$ cat config.mk
export PLATFORM = sky130hd
export DESIGN_NAME = permutation_rank_unrank_unit
export DESIGN_NICKNAME = d
export VERILOG_FILES = /design/src/rtl/pru_pkg.sv /design/src/rtl/permutation_rank_unrank_unit.sv /design/src/rtl/pru_rank_lane.sv /design/src/rtl/pru_merge.sv /design/src/rtl/pru_unrank_stage.sv
export SDC_FILE = /design/constraint.sdc
export NUM_CORES = 1
export LEC_CHECK = 0
export BUFFER_PORTS_ARGS = -buffer_cell sky130_fd_sc_hd__buf_2
export CELL_PAD_IN_SITES_DETAIL_PLACEMENT = 1
export CELL_PAD_IN_SITES_GLOBAL_PLACEMENT = 1
export CORE_ASPECT_RATIO = 0.5
export CORE_MARGIN = 4
export CORE_UTILIZATION = 45
export DETAILED_ROUTE_END_ITERATION = 6
export HOLD_SLACK_MARGIN = 0.08
export PLACE_DENSITY_LB_ADDON = 0.1
export SYNTH_ARGS = -nofsm -noshare
export SYNTH_HDL_FRONTEND = slang
export SYNTH_SLANG_ARGS = --single-unit
$ cat constraint.sdc
create_clock -name clk -period 34.1 [get_ports clk]
set_input_delay 8.525 -clock clk [delete_from_list [all_inputs] [get_ports clk]]
set_output_delay 8.525 -clock clk [all_outputs]
set_load 0.02 [all_outputs]
$ cat src/rtl/pru_pkg.sv
// ============================================================================
// Permutation rank/unrank shared definitions
// Word widths, command codes, factorial table and the struct that carries
// the partial unrank state from one pipeline stage to the next.
// ============================================================================
package pru_pkg;

    // Largest supported permutation and the default build size.
    localparam int MAX_ELEMENTS     = 8;
    localparam int DEFAULT_ELEMENTS = 8;

    // Field widths.
    localparam int ELEM_W  = 3;
    localparam int PERM_W  = MAX_ELEMENTS * ELEM_W;
    localparam int INDEX_W = 16;
    localparam int RANK_W  = 16;
    localparam int DIGIT_W = 3;

    // Command codes.
    localparam logic CMD_RANK   = 1'b0;
    localparam logic CMD_UNRANK = 1'b1;

    // Partial unrank state handed from stage to stage.
    typedef struct packed {
        logic [INDEX_W-1:0]      rem;
        logic [MAX_ELEMENTS-1:0] used;
        logic [PERM_W-1:0]       perm;
    } unrank_word_t;

    // Factorial table, k! for k = 0..8.
    function automatic logic [RANK_W-1:0] fact(input int k);
        logic [RANK_W-1:0] f;
        case (k)
            0:       f = 16'd1;
            1:       f = 16'd1;
            2:       f = 16'd2;
            3:       f = 16'd6;
            4:       f = 16'd24;
            5:       f = 16'd120;
            6:       f = 16'd720;
            7:       f = 16'd5040;
            default: f = 16'd40320;
        endcase
        return f;
    endfunction

endpackage

$ cat src/rtl/permutation_rank_unrank_unit.sv
// ============================================================================
// Permutation rank/unrank unit
// Converts a packed permutation to its lexicographic (Lehmer code) rank, or
// an index back to the permutation, one command per clock.
// ============================================================================
// The unit takes a new command in every cycle: busy is never raised, so a
// command is accepted whenever start is high. Each command produces one
// result word, shown for a single cycle with done high, from the output
// register. The unrank pipeline resolves one factorial digit per stage and
// has padding stages when ELEMENTS is below 4; the rank side, made of the
// lane compare, the three-level adder tree and an alignment delay, has the
// same depth. The receiver cannot stall the unit, so it must take every
// word in the cycle done is high. For an unrank index at or above ELEMENTS
// factorial, range_error is set and perm_out is zero; rank_out is zero for
// unrank and perm_out zero for rank.
// ============================================================================
module permutation_rank_unrank_unit
    import pru_pkg::*;
#(
    parameter int ELEMENTS = DEFAULT_ELEMENTS
)
(
    input  logic               clk,
    input  logic               rst_n,
    input  logic               start,
    output logic               busy,
    input  logic               cmd,
    input  logic [PERM_W-1:0]  perm_in,
    input  logic [INDEX_W-1:0] index_in,
    output logic               done,
    output logic [RANK_W-1:0]  rank_out,
    output logic [PERM_W-1:0]  perm_out,
    output logic               range_error
);

    localparam int PIPE = (ELEMENTS > 4) ? ELEMENTS : 4;
    localparam logic [INDEX_W-1:0] LIMIT = fact(ELEMENTS);

    // Lane terms, padded with zero for positions beyond the permutation.
    logic [MAX_ELEMENTS-1:0][RANK_W-1:0] terms;
    logic [RANK_W-1:0]                   rank_sum;

    unrank_word_t stage_word [PIPE+1];

    logic [PIPE-1:0] valid_reg;
    logic [PIPE-1:0] cmd_reg;
    logic [PIPE-1:0] err_reg;

    logic              done_reg;
    logic [RANK_W-1:0] rank_out_reg;
    logic [PERM_W-1:0] perm_out_reg;
    logic              range_error_reg;

    assign busy = 1'b0;

    // Rank lanes, one per element position.
    generate
        for (genvar i = 0; i < MAX_ELEMENTS; i++)
        begin : g_lane
            if (i < ELEMENTS)
            begin : g_used
                pru_rank_lane #(
                    .ELEMENTS (ELEMENTS),
                    .POS      (i)
                ) u_lane (
                    .clk     (clk),
                    .perm_in (perm_in),
                    .term    (terms[i])
                );
            end
            else
            begin : g_zero
                assign terms[i] = '0;
            end
        end
    endgenerate

    pru_merge #(
        .EXTRA (PIPE - 4)
    ) u_merge (
        .clk      (clk),
        .terms    (terms),
        .rank_sum (rank_sum)
    );

    // Unrank pipeline, one digit per stage.
    always_comb
    begin
        stage_word[0].rem  = index_in;
        stage_word[0].used = '0;
        stage_word[0].perm = '0;
    end

    generate
        for (genvar s = 0; s < PIPE; s++)
        begin : g_stage
            pru_unrank_stage #(
                .ELEMENTS (ELEMENTS),
                .POS      (s)
            ) u_stage (
                .clk      (clk),
                .word_in  (stage_word[s]),
                .word_out (stage_word[s+1])
            );
        end
    endgenerate

    // Command tracking: valid flag, command and range check per stage.
    always_ff @(posedge clk or negedge rst_n)
    begin
        if (!rst_n)
        begin
            valid_reg <= '0;
        end
        else
        begin
            valid_reg <= {valid_reg[PIPE-2:0], start};
        end
    end

    always_ff @(posedge clk)
    begin
        cmd_reg <= {cmd_reg[PIPE-2:0], cmd};
        err_reg <= {err_reg[PIPE-2:0], (cmd == CMD_UNRANK) && (index_in >= LIMIT)};
    end

    // Output word register.
    always_ff @(posedge clk or negedge rst_n)
    begin
        if (!rst_n)
        begin
            done_reg <= 1'b0;
        end
        else
        begin
            done_reg <= valid_reg[PIPE-1];
        end
    end

    always_ff @(posedge clk)
    begin
        rank_out_reg    <= (cmd_reg[PIPE-1] == CMD_RANK) ? rank_sum : '0;
        perm_out_reg    <= ((cmd_reg[PIPE-1] == CMD_UNRANK) && !err_reg[PIPE-1])
                           ? stage_word[PIPE].perm : '0;
        range_error_reg <= err_reg[PIPE-1];
    end

    assign done        = done_reg;
    assign rank_out    = rank_out_reg;
    assign perm_out    = perm_out_reg;
    assign range_error = range_error_reg;

`ifndef SYNTHESIS
    // Every accepted command yields a result word with done high.
    a_latency : assert property (@(posedge clk) disable iff (!rst_n)
        start |-> ##(PIPE+1) done)
        else $error("result word missing after accepted command");

    // An out-of-range index never shows a permutation.
    a_err_zero : assert property (@(posedge clk) disable iff (!rst_n)
        (done && range_error) |-> (perm_out == '0))
        else $error("perm_out not zero on range error");

    // Only one of the two result fields can carry data.
    a_exclusive : assert property (@(posedge clk) disable iff (!rst_n)
        done |-> ((rank_out == '0) || (perm_out == '0)))
        else $error("rank_out and perm_out both nonzero");
`endif

endmodule

$ cat src/rtl/pru_rank_lane.sv
// ============================================================================
// Rank lane
// Counts the later elements that are smaller than the element at this
// lane's position and weights the count by the matching factorial.
// ============================================================================
module pru_rank_lane
    import pru_pkg::*;
#(
    parameter int ELEMENTS = DEFAULT_ELEMENTS,
    parameter int POS      = 0
)
(
    input  logic              clk,
    input  logic [PERM_W-1:0] perm_in,
    output logic [RANK_W-1:0] term
);

    localparam logic [RANK_W-1:0] WEIGHT = fact(ELEMENTS - 1 - POS);

    logic [ELEM_W-1:0]  own;
    logic [DIGIT_W-1:0] smaller;
    logic [RANK_W-1:0]  term_next;
    logic [RANK_W-1:0]  term_reg;

    // Compare this element against every later one in parallel.
    always_comb
    begin
        own     = perm_in[ELEM_W*POS +: ELEM_W];
        smaller = '0;
        for (int j = POS + 1; j < ELEMENTS; j++)
        begin
            if (perm_in[ELEM_W*j +: ELEM_W] < own)
            begin
                smaller = smaller + DIGIT_W'(1);
            end
        end
        term_next = RANK_W'(smaller * WEIGHT);
    end

    // Weighted count register.
    always_ff @(posedge clk)
    begin
        term_reg <= term_next;
    end

    assign term = term_reg;

endmodule

$ cat src/rtl/pru_merge.sv
// ============================================================================
// Rank merge tree
// Adds the weighted counts of all lanes in a registered three-level tree
// and delays the sum so that it lines up with the unrank pipeline.
// ============================================================================
module pru_merge
    import pru_pkg::*;
#(
    parameter int EXTRA = 0
)
(
    input  logic                                 clk,
    input  logic [MAX_ELEMENTS-1:0][RANK_W-1:0]  terms,
    output logic [RANK_W-1:0]                    rank_sum
);

    logic [3:0][RANK_W-1:0] lvl1_reg;
    logic [1:0][RANK_W-1:0] lvl2_reg;
    logic [RANK_W-1:0]      lvl3_reg;

    // Pairwise sums, one register per level. The true total never exceeds 8!-1.
    always_ff @(posedge clk)
    begin
        for (int k = 0; k < 4; k++)
        begin
            lvl1_reg[k] <= terms[2*k] + terms[2*k+1];
        end
        for (int k = 0; k < 2; k++)
        begin
            lvl2_reg[k] <= lvl1_reg[2*k] + lvl1_reg[2*k+1];
        end
        lvl3_reg <= lvl2_reg[0] + lvl2_reg[1];
    end

    // Alignment delay toward the unrank pipeline depth.
    generate
        if (EXTRA > 0)
        begin : g_delay
            logic [EXTRA-1:0][RANK_W-1:0] dly_reg;

            always_ff @(posedge clk)
            begin
                dly_reg[0] <= lvl3_reg;
                for (int k = 1; k < EXTRA; k++)
                begin
                    dly_reg[k] <= dly_reg[k-1];
                end
            end

            assign rank_sum = dly_reg[EXTRA-1];
        end
        else
        begin : g_direct
            assign rank_sum = lvl3_reg;
        end
    endgenerate

endmodule

$ cat src/rtl/pru_unrank_stage.sv
// ============================================================================
// Unrank stage
// Extracts one factorial-base digit from the remaining index and places
// the matching unused value at this stage's position.
// ============================================================================
module pru_unrank_stage
    import pru_pkg::*;
#(
    parameter int ELEMENTS = DEFAULT_ELEMENTS,
    parameter int POS      = 0
)
(
    input  logic         clk,
    input  unrank_word_t word_in,
    output unrank_word_t word_out
);

    unrank_word_t word_next;
    unrank_word_t word_reg;

    generate
        if (POS < ELEMENTS)
        begin : g_active
            localparam logic [RANK_W-1:0] WEIGHT = fact(ELEMENTS - 1 - POS);

            logic [DIGIT_W-1:0] digit;
            logic [DIGIT_W-1:0] seen;
            logic [ELEM_W-1:0]  pick;
            logic               found;

            always_comb
            begin
                // Digit = number of multiples of the weight not above the remainder.
                digit = '0;
                for (int m = 1; m < MAX_ELEMENTS; m++)
                begin
                    if (word_in.rem >= RANK_W'(m * WEIGHT))
                    begin
                        digit = digit + DIGIT_W'(1);
                    end
                end

                // Select the digit-th value that is still unused.
                seen  = '0;
                pick  = '0;
                found = 1'b0;
                for (int j = 0; j < MAX_ELEMENTS; j++)
                begin
                    if (!word_in.used[j] && !found)
                    begin
                        if (seen == digit)
                        begin
                            pick  = ELEM_W'(j);
                            found = 1'b1;
                        end
                        else
                        begin
                            seen = seen + DIGIT_W'(1);
                        end
                    end
                end

                word_next       = word_in;
                word_next.rem   = word_in.rem - RANK_W'(digit * WEIGHT);
                word_next.used  = word_in.used | (MAX_ELEMENTS'(1) << pick);
                word_next.perm[ELEM_W*POS +: ELEM_W] = pick;
            end
        end
        else
        begin : g_pad
            // Padding stage: only keeps the pipeline depth.
            assign word_next = word_in;
        end
    endgenerate

    // Stage register.
    always_ff @(posedge clk)
    begin
        word_reg <= word_next;
    end

    assign word_out = word_reg;

endmodule

# Word-level counts from Yosys, hierarchy flattened
# Cells that the tools add are included.
# classes
n_addsub	130
n_mul	10
div	0
magnitude_cmp	85
n_eq_ne	56
shift	7
n_mux	418
bitwise_logic	6
reduce_logical	158
# op_table
cell	count
$mux W3	276
$add A3 B1 Y3 const B	102
$ge A16 B3 Y1 const B	11
$eq A3 B3 Y1	55
$mux W1	142
$logic_not A1 Y1	99
$lt A3 B3 Y1	28
$ge A16 B2 Y1 const B	5
$ge A16 B4 Y1 const B	5
$ge A16 B10 Y1 const B	4
$ge A16 B5 Y1 const B	4
$ge A16 B7 Y1 const B	4
$shl A1 B3 Y8 const A	7
$logic_and A1 B1 Y1	51
$ge A16 B12 Y1 const B	3
$ge A16 B13 Y1 const B	3
$ge A16 B15 Y1 const B	3
$ge A16 B6 Y1 const B	3
$ge A16 B8 Y1 const B	3
$or A8 B8 Y8	6
$add A16 B16 Y16	2
$ge A16 B1 Y1 const B	2
$ge A16 B14 Y1 const B	2
$ge A16 B16 Y1 const B	2
20 further kinds	48
# totals
regBits	549
latchBits	0
mem_bits_rw	0
mem_bits_ro	0
inputBits	44
output_inout_bits	43
word_cells	917
n_memories	0

# Longest topological paths before layout
# Gate-level depths: netlist of the first run.
# logic_depth
depth_word	40
depth_mapped	55
depth_no_buf	53

# Cells and area by module
# Synthesis of the first run repeated with hierarchy kept, for this count alone.
# unflattened
cells_unflattened	4668
area_unflattened_um2	42942.4
# modules_own_cells
mod	n_inst	cells_per_inst	area_each_um2	seq_area_each_um2
pru_merge	1	855	8515.7	3523.4
pru_unrank_stage (g_stage[0].u_stage)	1	410	3694.8	960.9
pru_unrank_stage (g_stage[1].u_stage)	1	401	3639.7	960.9
pru_unrank_stage (g_stage[3].u_stage)	1	412	3597.2	960.9
pru_unrank_stage (g_stage[2].u_stage)	1	412	3532.1	960.9
pru_unrank_stage (g_stage[4].u_stage)	1	385	3321.9	960.9
pru_unrank_stage (g_stage[6].u_stage)	1	393	3274.4	960.9
pru_unrank_stage (g_stage[7].u_stage)	1	356	3189.3	960.9
pru_unrank_stage (g_stage[5].u_stage)	1	357	3140.5	960.9
permutation_rank_unrank_unit	1	116	1730.4	1366.3
pru_rank_lane (g_lane[0].g_used.u_lane)	1	179	1585.3	240.2
pru_rank_lane (g_lane[1].g_used.u_lane)	1	110	1088.5	180.2
pru_rank_lane (g_lane[2].g_used.u_lane)	1	96	934.6	140.1
pru_rank_lane (g_lane[3].g_used.u_lane)	1	63	634.4	100.1
+4 rows	n/a	n/a	n/a	n/a

# Worst setup path before layout of the first run
# OpenSTA, ideal clock, no wires.
# synth_timing
path_type	input to register
from	input port index_in[10]
to	register g_stage[0].u_stage.word_reg, in the netlist g_stage[0].u_stage.word_out[47]
setup_time_ps	120
arrival_time_ps	15029
required_time_ps	33980
setup_slack_ps	18951
cell_stages	31
n_path_buf	1
path_cell_list	clkbuf_1 nor2_1 o21ai_0 a2111oi_0 ha_1 xor2_1 ha_1 mux2_2 ha_1 mux2_2 ha_1 mux2_2 ha_1 inv_1 nor2_1 xnor2_1 xor2_1 ha_1 ha_1 fa_1 a21o_1 a21oi_1 o21bai_1 a21oi_1 xor2_1 ha_1 inv_1 o21bai_1 a21o_1 a21oi_1 xnor2_1
# synth_rtl
item	line	text
start: declaration	permutation_rank_unrank_unit.sv:29	input logic [INDEX_W-1:0] index_in,
end signal: assignment	pru_unrank_stage.sv:79	word_reg <= word_next;
end: declaration	pru_unrank_stage.sv:19	unrank_word_t word_reg;

==> results of run 1 <==
==> area by class of cell <==
cell class                 instances  area, um^2
sequential                       510       10300
multi-input combinational       2489       19000
inverter                         255         966
tap                              897        1120
clock inverter                    26         368
timing repair buffer              95         500
clock buffer                      63        1320
fill                            7721       33500
==> per-stage QoR <==
| stage | std cells | worst slack (ns) | hold slack (ns) |
|---|---|---|---|
| finish | 4335 | 18.80 | 0.324 |
| global route | 4335 | 18.17 | 0.330 |
| CTS | 4335 | 18.77 | 0.326 |
| detailed placement | 4246 | 18.14 | 0.313 |
| global placement | 4246 | 18.33 | 0.310 |
| floorplan | 3315 | 18.95 | 0.310 |
==> path summary, 6_finish.rpt <==
check / end / slack, ns / depth (start not counted)
worst max-delay path: g_stage[0].u_stage.word_out[47] / 18.80 / 31
worst min-delay path: g_stage[5].u_stage.word_out[1] / 0.32 / 0
worst max register to register: g_stage[2].u_stage.word_out[6] / 21.42 / 47
worst min register to register: g_stage[5].u_stage.word_out[1] / 0.32 / 0
max in group asynchronous: done / 26.16 / 1
min in group asynchronous: valid_reg[0] / 7.77 / 1
==> placed cells by master (no fill, tap or decap), types with 21 or more instances in the layout <==
master,count
dfxtp_1,501
a31oi_1,21
nand4_1,27
nand3_1,77
a211oi_1,22
fa_1,33
xor2_1,121
buf_2,85
a21oi_1,176
o211ai_1,29
xnor2_1,188
mux2_2,41
o21a_1,27
inv_1,241
a21o_1,109
nor4_1,27
or3_1,30
nor2b_1,60
nor3_1,66
nand2_1,187
o21ai_0,122
nand2b_1,78
and2_1,54
o21bai_1,24
ha_1,301
nor2_1,207
and3_1,22
mux2i_1,28
clkbuf_16,48
or2_2,32
==> kinds of logic after synthesis <==
kind of cell,share of synthesized area
flops,0.336
mux,0.0248
xor+xnor,0.104
other cells,0.000123
compound gates,0.182
simple gates,0.167
fa+ha+maj,0.146
buf+inv,0.0403
==> metal layers <==
metal	vias to the layer above	routed length (um)	part of all wire	track usage
li1	11897	-	-	-
met1	11444	31300	0.44	0.232
met2	201	36700	0.52	0.379
met3	98	1570	0.022	0.0246
met4	0	1240	0.018	0.0433
met5	-	0	0	0
==> worst register-to-register path: cells and delay by family (launching register included) <==
family,cells,cell delay (ns)
buf+inv,2,0.20
simple gates,14,3.14
fa+ha+maj,11,3.52
flops,1,0.37
xor+xnor,5,0.84
compound gates,11,3.25
mux,4,1.23
==> run summary, run 1 <==
die width -> 376 um
Highest Clock Rate -> 0.0654 GHz
Hold Startpoint -> g_stage[4].u_stage.word_out[1]
clock buffer count from CTS -> 48
delay-heaviest family, CP -> adder cells
GRT overflow -> 0
crit path DAT -> 15.78 ns
FP Rows -> 67
placed wire-length estimate -> 54700 um
Post-DP Area -> 0.0319 mm^2
final instance area -> 0.0336 mm^2
die footprint -> 0.0723 mm^2
ranking of synthesized cells by area -> dfxtp_1 33%, ha_1 12%, xnor2_1 5.4%
WL per Instance -> 16.3 um
status -> finished clean
CP max-delay cell -> a2111oi_0
number of flops mapped to enable cells by yosys -> 0
Slew HR -> 0.280
boundary pin count -> 87
number of max-cap violations -> 0
post-synthesis sequential area ratio -> 0.336
Mapped Cells -> 3315
Slew Limit Fails -> 0
Die Y -> 192 um
first-pass GRT wire length -> 120000 um
largest net degree at the start of global routing -> 24
antenna-violating nets left -> 0
Setup Skew -> 0.0296 ns
antenna violations before repair -> 0
1st-iter DRT viols -> 818
Final period util -> 0.449
layout cell share with drive strength beyond 1 -> 0.0974
fraction of registers with async set or reset after synthesis -> 0.0176
Syn Nets -> 3693
crit-path most repeated cell -> ha_1
Worst EP required -> 34.59 ns
first drt pass iteration count -> 7
vias -> 23640
library cells used by synthesis -> 127
synth cell count leaders -> 501 x dfxtp_1, 301 x ha_1, 241 x inv_1, 207 x nor2_1, 188 x xnor2_1
area of the mapped netlist -> 0.0305 mm^2
Max Buffers Root-to-Sink -> 3
TritonCTS clock tree -> done
post-synth top area cell -> dfxtp_1
RSZ-0062 raised after global routing -> no
Final min period -> 15.30 ns
most frequent cell after synthesis -> dfxtp_1
worst reg2reg startpoint -> g_stage[1].u_stage.word_out[44]
Primary FF master, synth -> dfxtp_1
vias in the first global route -> 24948
Final #Nets -> 3777
clock sinks -> 510
All-Layer GR Usage -> 0.196
post-synthesis register bit count -> 510
Fin Setup TNS -> 0 ns
CORE AREA -> 0.0671 mm^2
CP Buf/Inv Count -> 3
Worst Hold Class -> reg2reg
Max stage delay on crit path -> 0.59 ns
Resize count post-CTS -> 0
Setup CP Type -> in2reg
CP endpoint kind -> flop
final WL -> 70800 um
Finished Core Util -> 0.501
# DRC -> 0
max reg flops -> 276
Worst-path clk slew -> 0.07 ns
Setup crit start kind -> primary input
YS warnings -> 0
RePlAce Congestion -> 0.839
Skew-Pair Late Insertion Delay -> 0.61 ns
PortBufs -> 85
final setup vio count -> 0
Area Overhead vs Synth -> 9.98%
syn avg cell area -> 9.21 um^2
Setup crit start -> index_in[5]
worst-margin pin slew -> 1.07 ns
setup bufs post-CTS -> 0
Starting Density -> 0.455
post-synth top area share -> 0.329
critical-path maximum fanout -> 8
DR vias/cell -> 5.45
antenna cell count -> 0
Final Hold Fails -> 0
H-tree depth -> 2
CTS root buf -> clkbuf_16
Hold-fix buffers, CTS -> 0
Power of run 1 is left out: the tool's default activity adds up to more than one toggle a clock period on the data nets, which glitch-free logic cannot reach.
==> run 2, diff against run 1 <==
--- a/config.mk
+++ b/config.mk
@@ -5,12 +5,13 @@
 export SDC_FILE = /design/constraint.sdc
 export NUM_CORES = 1
 export LEC_CHECK = 0
+export ABC_AREA = 1
 export BUFFER_PORTS_ARGS = -buffer_cell sky130_fd_sc_hd__buf_2
 export CELL_PAD_IN_SITES_DETAIL_PLACEMENT = 1
 export CELL_PAD_IN_SITES_GLOBAL_PLACEMENT = 1
 export CORE_ASPECT_RATIO = 0.5
 export CORE_MARGIN = 4
-export CORE_UTILIZATION = 45
+export CORE_UTILIZATION = 43
 export DETAILED_ROUTE_END_ITERATION = 6
 export HOLD_SLACK_MARGIN = 0.08
 export PLACE_DENSITY_LB_ADDON = 0.1
==> constraint.sdc (replaced) <==
create_clock -name clk -period 13.23 [get_ports clk]
set_input_delay 3.3075 -clock clk [delete_from_list [all_inputs] [get_ports clk]]
set_output_delay 3.3075 -clock clk [all_outputs]
set_load 0.02 [all_outputs]
==> run summary, run 2 <==
status -> finished clean
Setup crit start -> index_in[9]
post-synthesis register bit count -> 510
post-synth top area share -> 0.331
syn avg cell area -> 8.00 um^2
storage element area -> 0.0103 mm^2
Syn Nets -> 4166
# DRC -> 0
r2r endpoint -> g_stage[1].u_stage.word_out[24]
multi-input logic area -> 0.0176 mm^2
Final period util -> 0.749
die width -> 383 um
Worst EP required -> 13.74 ns
YS warnings -> 0
die footprint -> 0.0750 mm^2
ranking of synthesized cells by area -> dfxtp_1 33%, ha_1 12%, nand2_1 9.0%
Slew HR -> 0.348
setup bufs post-CTS -> 0
final WL -> 65600 um
synth cell count leaders -> 730 x nand2_1, 567 x inv_1, 501 x dfxtp_1, 359 x nand3_1, 301 x ha_1
GR peak layer -> met2
CTS root buf -> clkbuf_16
CP endpoint kind -> flop
max reg flops -> 276
layout cell share with drive strength beyond 1 -> 0.173
CP max-delay cell -> a31oi_1
Final Hold Fails -> 0
post-place setup slack -> 2.68 ns
Final #Nets -> 4293
number of flops mapped to enable cells by yosys -> 0
worst reg2reg startpoint -> g_stage[0].u_stage.word_out[37]
antenna violations before repair -> 0
antenna-violating nets left -> 0
first drt pass iteration count -> 4
FP Rows -> 68
worst-margin pin slew -> 0.976 ns
crit path to -> g_stage[0].u_stage.word_out[46]
CORE AREA -> 0.0693 mm^2
Setup crit start kind -> primary input
GRT overflow -> 0
Die Y -> 196 um
placed wire-length estimate -> 53300 um
WL per Instance -> 13.4 um
post-synthesis sequential area ratio -> 0.338
commonest non-fill, non-tap cell in the layout -> nand2_1
1st-iter DRT viols -> 556
Worst Hold Class -> reg2reg
final instance area -> 0.0335 mm^2
fraction of registers with async set or reset after synthesis -> 0.0176
Finished Core Util -> 0.483
TritonCTS clock tree -> done
RePlAce Congestion -> 0.821
Setup CP Type -> in2reg
most frequent cell after synthesis -> nand2_1
Starting Density -> 0.437
H-tree depth -> 2
All-Layer GR Usage -> 0.179
largest net degree at the start of global routing -> 25
antenna cell count -> 0
final setup vio count -> 0
fillers -> 8453
critical-path maximum fanout -> 11
Fin Setup TNS -> 0 ns
Hold-fix buffers, CTS -> 0
Worst-path clk slew -> 0.07 ns
area of the mapped netlist -> 0.0303 mm^2
first-pass GRT wire length -> 115000 um
Final WS setup -> 3.33 ns
RSZ-0062 raised after global routing -> no
boundary pin count -> 87
Area Overhead vs Synth -> 10.5%
library cells used by synthesis -> 68
highest-count cells in the layout ignoring fill and taps -> 730 x nand2_1, 567 x inv_1, 501 x dfxtp_1
Setup Skew -> 0.0292 ns
met1 Use GR -> 0.203
Final min period -> 9.90 ns
GRT met3 Usage -> 0.0233
crit path DAT -> 10.41 ns
vias in the first global route -> 25256
number of max-cap violations -> 0
vias -> 23672
Highest Clock Rate -> 0.101 GHz
met2 Use GR -> 0.349
reg2reg path depth -> 55
Primary FF master, synth -> dfxtp_1
crit-path most repeated cell -> ha_1
DR vias/cell -> 4.83
clock sinks -> 510
Max Buffers Root-to-Sink -> 3
setup slack, reg-to-reg -> 4.47 ns
Max stage delay on crit path -> 0.64 ns
Resize count post-CTS -> 0
clock buffer count from CTS -> 47
Slew Limit Fails -> 0
post-synth top area cell -> dfxtp_1
Post-DP Area -> 0.0319 mm^2
Skew-Pair Late Insertion Delay -> 0.61 ns
PortBufs -> 85
Mapped Cells -> 3788
[run 2: metrics by stage]
stage          hold WS (ns)  std cells
6_report              0.317       4896
5_1_grt               0.312       4896
4_1_cts               0.311       4896
3_5_place_dp          0.313       4811
3_3_place_gp          0.310       4811
2_1_floorplan         0.310       3788
[run 2: worst max-delay path, delay by kind of cell]
| kind | cells | cell delay (ns) |
|---|---|---|
| AOI/OAI and AO/OA | 9 | 2.08 |
| adders and majority gates | 8 | 2.69 |
| xor gates and xnor gates | 2 | 0.34 |
| buffers and inverters | 6 | 0.90 |
| and+or+nand+nor | 11 | 1.06 |
[run 2: final cells by class]
class                   instances  area share
clock buffers                  60      0.0393
clock inverters                25     0.00934
inverters                     643      0.0726
multi-input cells            2628       0.525
flip-flops and latches        510       0.306
well taps                     945      0.0353
repair buffers                 85      0.0127
[run 2: how the worst min path moves through the flow]
| stage | startpoint | endpoint | slack [ns] | cells after the start |
|---|---|---|---|---|
| 2_1_floorplan | cmd_reg[0] | cmd_reg[1] | 0.31 | 0 |
| 3_3_place_gp | g_stage[6].u_stage.word_out[11] | g_stage[7].u_stage.word_out[11] | 0.31 | 0 |
| 3_5_place_dp | g_stage[3].u_stage.word_out[7] | g_stage[4].u_stage.word_out[7] | 0.31 | 0 |
| 4_1_cts | u_merge.g_delay.dly_reg[8] | u_merge.g_delay.dly_reg[24] | 0.31 | 0 |
| 5_1_grt | u_merge.g_delay.dly_reg[8] | u_merge.g_delay.dly_reg[24] | 0.31 | 0 |
| 6_report | u_merge.g_delay.dly_reg[8] | u_merge.g_delay.dly_reg[24] | 0.32 | 0 |
[run 2: logic make-up (layout without fill, tap and decap cells)]
logic type | Yosys count | after routing | share of synthesized area
simple gates | 1823 | 1823 | 0.319
buf+inv | 650 | 813 | 0.0815
flops | 510 | 510 | 0.338
fa+ha+maj | 334 | 334 | 0.146
compound gates | 262 | 262 | 0.0533
xor+xnor | 201 | 201 | 0.0593
mux | 7 | 7 | 0.00260
other cells | 1 | 1 | 0.000124
[run 2: layer usage]
layer	up-vias	share of wire	routed length, um
met5	-	0	0
met4	0	0.027	1770
met3	119	0.022	1440
met2	169	0.52	34000
met1	11085	0.43	28400
li1	12299	-	-
Power of run 2 is left out for the same reason.
==> run 3, diff against run 2 <==
--- a/config.mk
+++ b/config.mk
@@ -11,7 +11,7 @@
 export CELL_PAD_IN_SITES_GLOBAL_PLACEMENT = 1
 export CORE_ASPECT_RATIO = 0.5
 export CORE_MARGIN = 4
-export CORE_UTILIZATION = 43
+export CORE_UTILIZATION = 45
 export DETAILED_ROUTE_END_ITERATION = 6
 export HOLD_SLACK_MARGIN = 0.08
 export PLACE_DENSITY_LB_ADDON = 0.1
==> constraint.sdc (replaced) <==
create_clock -name clk -period 9.4 [get_ports clk]
set_input_delay 2.35 -clock clk [delete_from_list [all_inputs] [get_ports clk]]
set_output_delay 2.35 -clock clk [all_outputs]
set_load 0.02 [all_outputs]
==> run summary, run 3 (synthesis gave the netlist of run 2 again) <==
status -> finished clean
RePlAce Congestion -> 0.832
boundary pin count -> 87
GRT overflow -> 0
number of max-cap violations -> 0
Max stage delay on crit path -> 0.51 ns
clock buffer count from CTS -> 46
Worst-path clk slew -> 0.06 ns
Area Overhead vs Synth -> 10.4%
final setup vio count -> 0
TritonCTS clock tree -> done
1st-iter DRT viols -> 550
fillers -> 8060
die footprint -> 0.0718 mm^2
die width -> 375 um
antenna cell count -> 0
Worst EP required -> 9.89 ns
Hold-fix buffers, CTS -> 0
Final Hold Fails -> 0
FP Rows -> 66
Setup Skew -> 0.0425 ns
Hold Startpoint -> g_stage[5].u_stage.word_out[15]
highest-count cells in the layout ignoring fill and taps -> 730 x nand2_1, 567 x inv_1, 500 x dfxtp_1
crit-path most repeated cell -> ha_1
Setup crit start kind -> primary input
Die Y -> 191 um
commonest non-fill, non-tap cell in the layout -> nand2_1
Skew-Pair Late Insertion Delay -> 0.62 ns
storage element area -> 0.0103 mm^2
# DRC -> 0
Worst Hold Class -> reg2reg
RSZ-0062 raised after global routing -> no
WL per Instance -> 13.5 um
DR vias/cell -> 4.89
critical-path maximum fanout -> 8
layout cell share with drive strength beyond 1 -> 0.174
reg2reg path depth -> 57
antenna violations before repair -> 0
largest net degree at the start of global routing -> 25
worst-margin pin slew -> 1.10 ns
CTS root buf -> clkbuf_16
H-tree depth -> 2
Highest Clock Rate -> 0.116 GHz
crit path DAT -> 9.13 ns
final WL -> 65600 um
PortBufs -> 85
setup slack, reg-to-reg -> 0.83 ns
vias in the first global route -> 25364
first-pass GRT wire length -> 115000 um
multi-input logic area -> 0.0176 mm^2
Final min period -> 8.64 ns
Final period util -> 0.919
Max Buffers Root-to-Sink -> 3
Slew HR -> 0.266
vias -> 23661
Slew Limit Fails -> 0
CP endpoint kind -> flop
Final #Nets -> 4300
CP max-delay cell -> fa_1
All-Layer GR Usage -> 0.187
CORE AREA -> 0.0658 mm^2
Fin Setup TNS -> 0 ns
placed wire-length estimate -> 53100 um
max reg flops -> 276
Setup CP Type -> in2reg
worst reg2reg startpoint -> g_stage[6].u_stage.word_out[46]
first drt pass iteration count -> 4
Hold Path Cell Cnt -> 0
WHS Endpoint -> g_stage[6].u_stage.word_out[15]
r2r endpoint -> g_stage[7].u_stage.word_out[21]
clock sinks -> 510
Starting Density -> 0.460
antenna-violating nets left -> 0
[run 3: per-stage QoR]
step / util / cells / hold WS (ns) / instance area [um^2] / setup WS [ns]
after floorplan: - / 3788 / 0.310 / 30300 / 0.940
after global placement: 0.484 / 4755 / 0.311 / 31800 / 0.548
after detailed placement: 0.484 / 4755 / 0.313 / 31800 / 0.200
after CTS: 0.508 / 4838 / 0.313 / 33400 / 0.681
after global routing: 0.508 / 4841 / 0.324 / 33500 / 0.0254
final: 0.508 / 4841 / 0.323 / 33500 / 0.759
[run 3: final cells by class]
type	count	share of cell area
Clock buffer	59	0.0383
Multi-Input combinational cell	2628	0.526
Timing Repair Buffer	93	0.0145
Clock inverter	24	0.00890
Inverter	643	0.0727
Tap cell	884	0.0331
Sequential cell	510	0.307
[run 3: layer usage]
metal  global-route usage  vias to the layer above  share of wire  routed length, um
met1                0.209                    11135           0.43              28500
met4               0.0422                        0          0.018               1170
met3               0.0261                       74          0.020               1320
li1                     -                    12320              -                  -
met5                    0                        -              0                  0
met2                0.375                      132           0.53              34600
[run 3: worst max-delay path by stage]
stage / start / end / depth (start not counted)
global placement: index_in[9] / g_stage[0].u_stage.word_out[46] / 40
global route: g_stage[6].u_stage.word_out[46] / g_stage[7].u_stage.word_out[23] / 57
CTS: g_stage[6].u_stage.word_out[46] / g_stage[7].u_stage.word_out[21] / 57
finish: index_in[9] / g_stage[0].u_stage.word_out[46] / 39
floorplan: index_in[9] / g_stage[0].u_stage.word_out[46] / 39
detailed placement: index_in[9] / g_stage[0].u_stage.word_out[46] / 39
[run 3: what timing repair did]
action                                  4_1_cts  5_1_grt
endpoints found under the setup margin        0        9
setup buffers                                 0        3
gates resized for setup                       0        6
[run 3: critical path, delay by kind of cell]
kind                     cells  cell delay (ns)
AND/OR/NAND/NOR             11             1.20
adder cells (fa/ha/maj)      9             2.79
AO/OA/AOI/OAI               10             1.88
XOR/XNOR                     1             0.15
buffers and inverters        8             0.75
Power of run 3 is left out for the same reason.
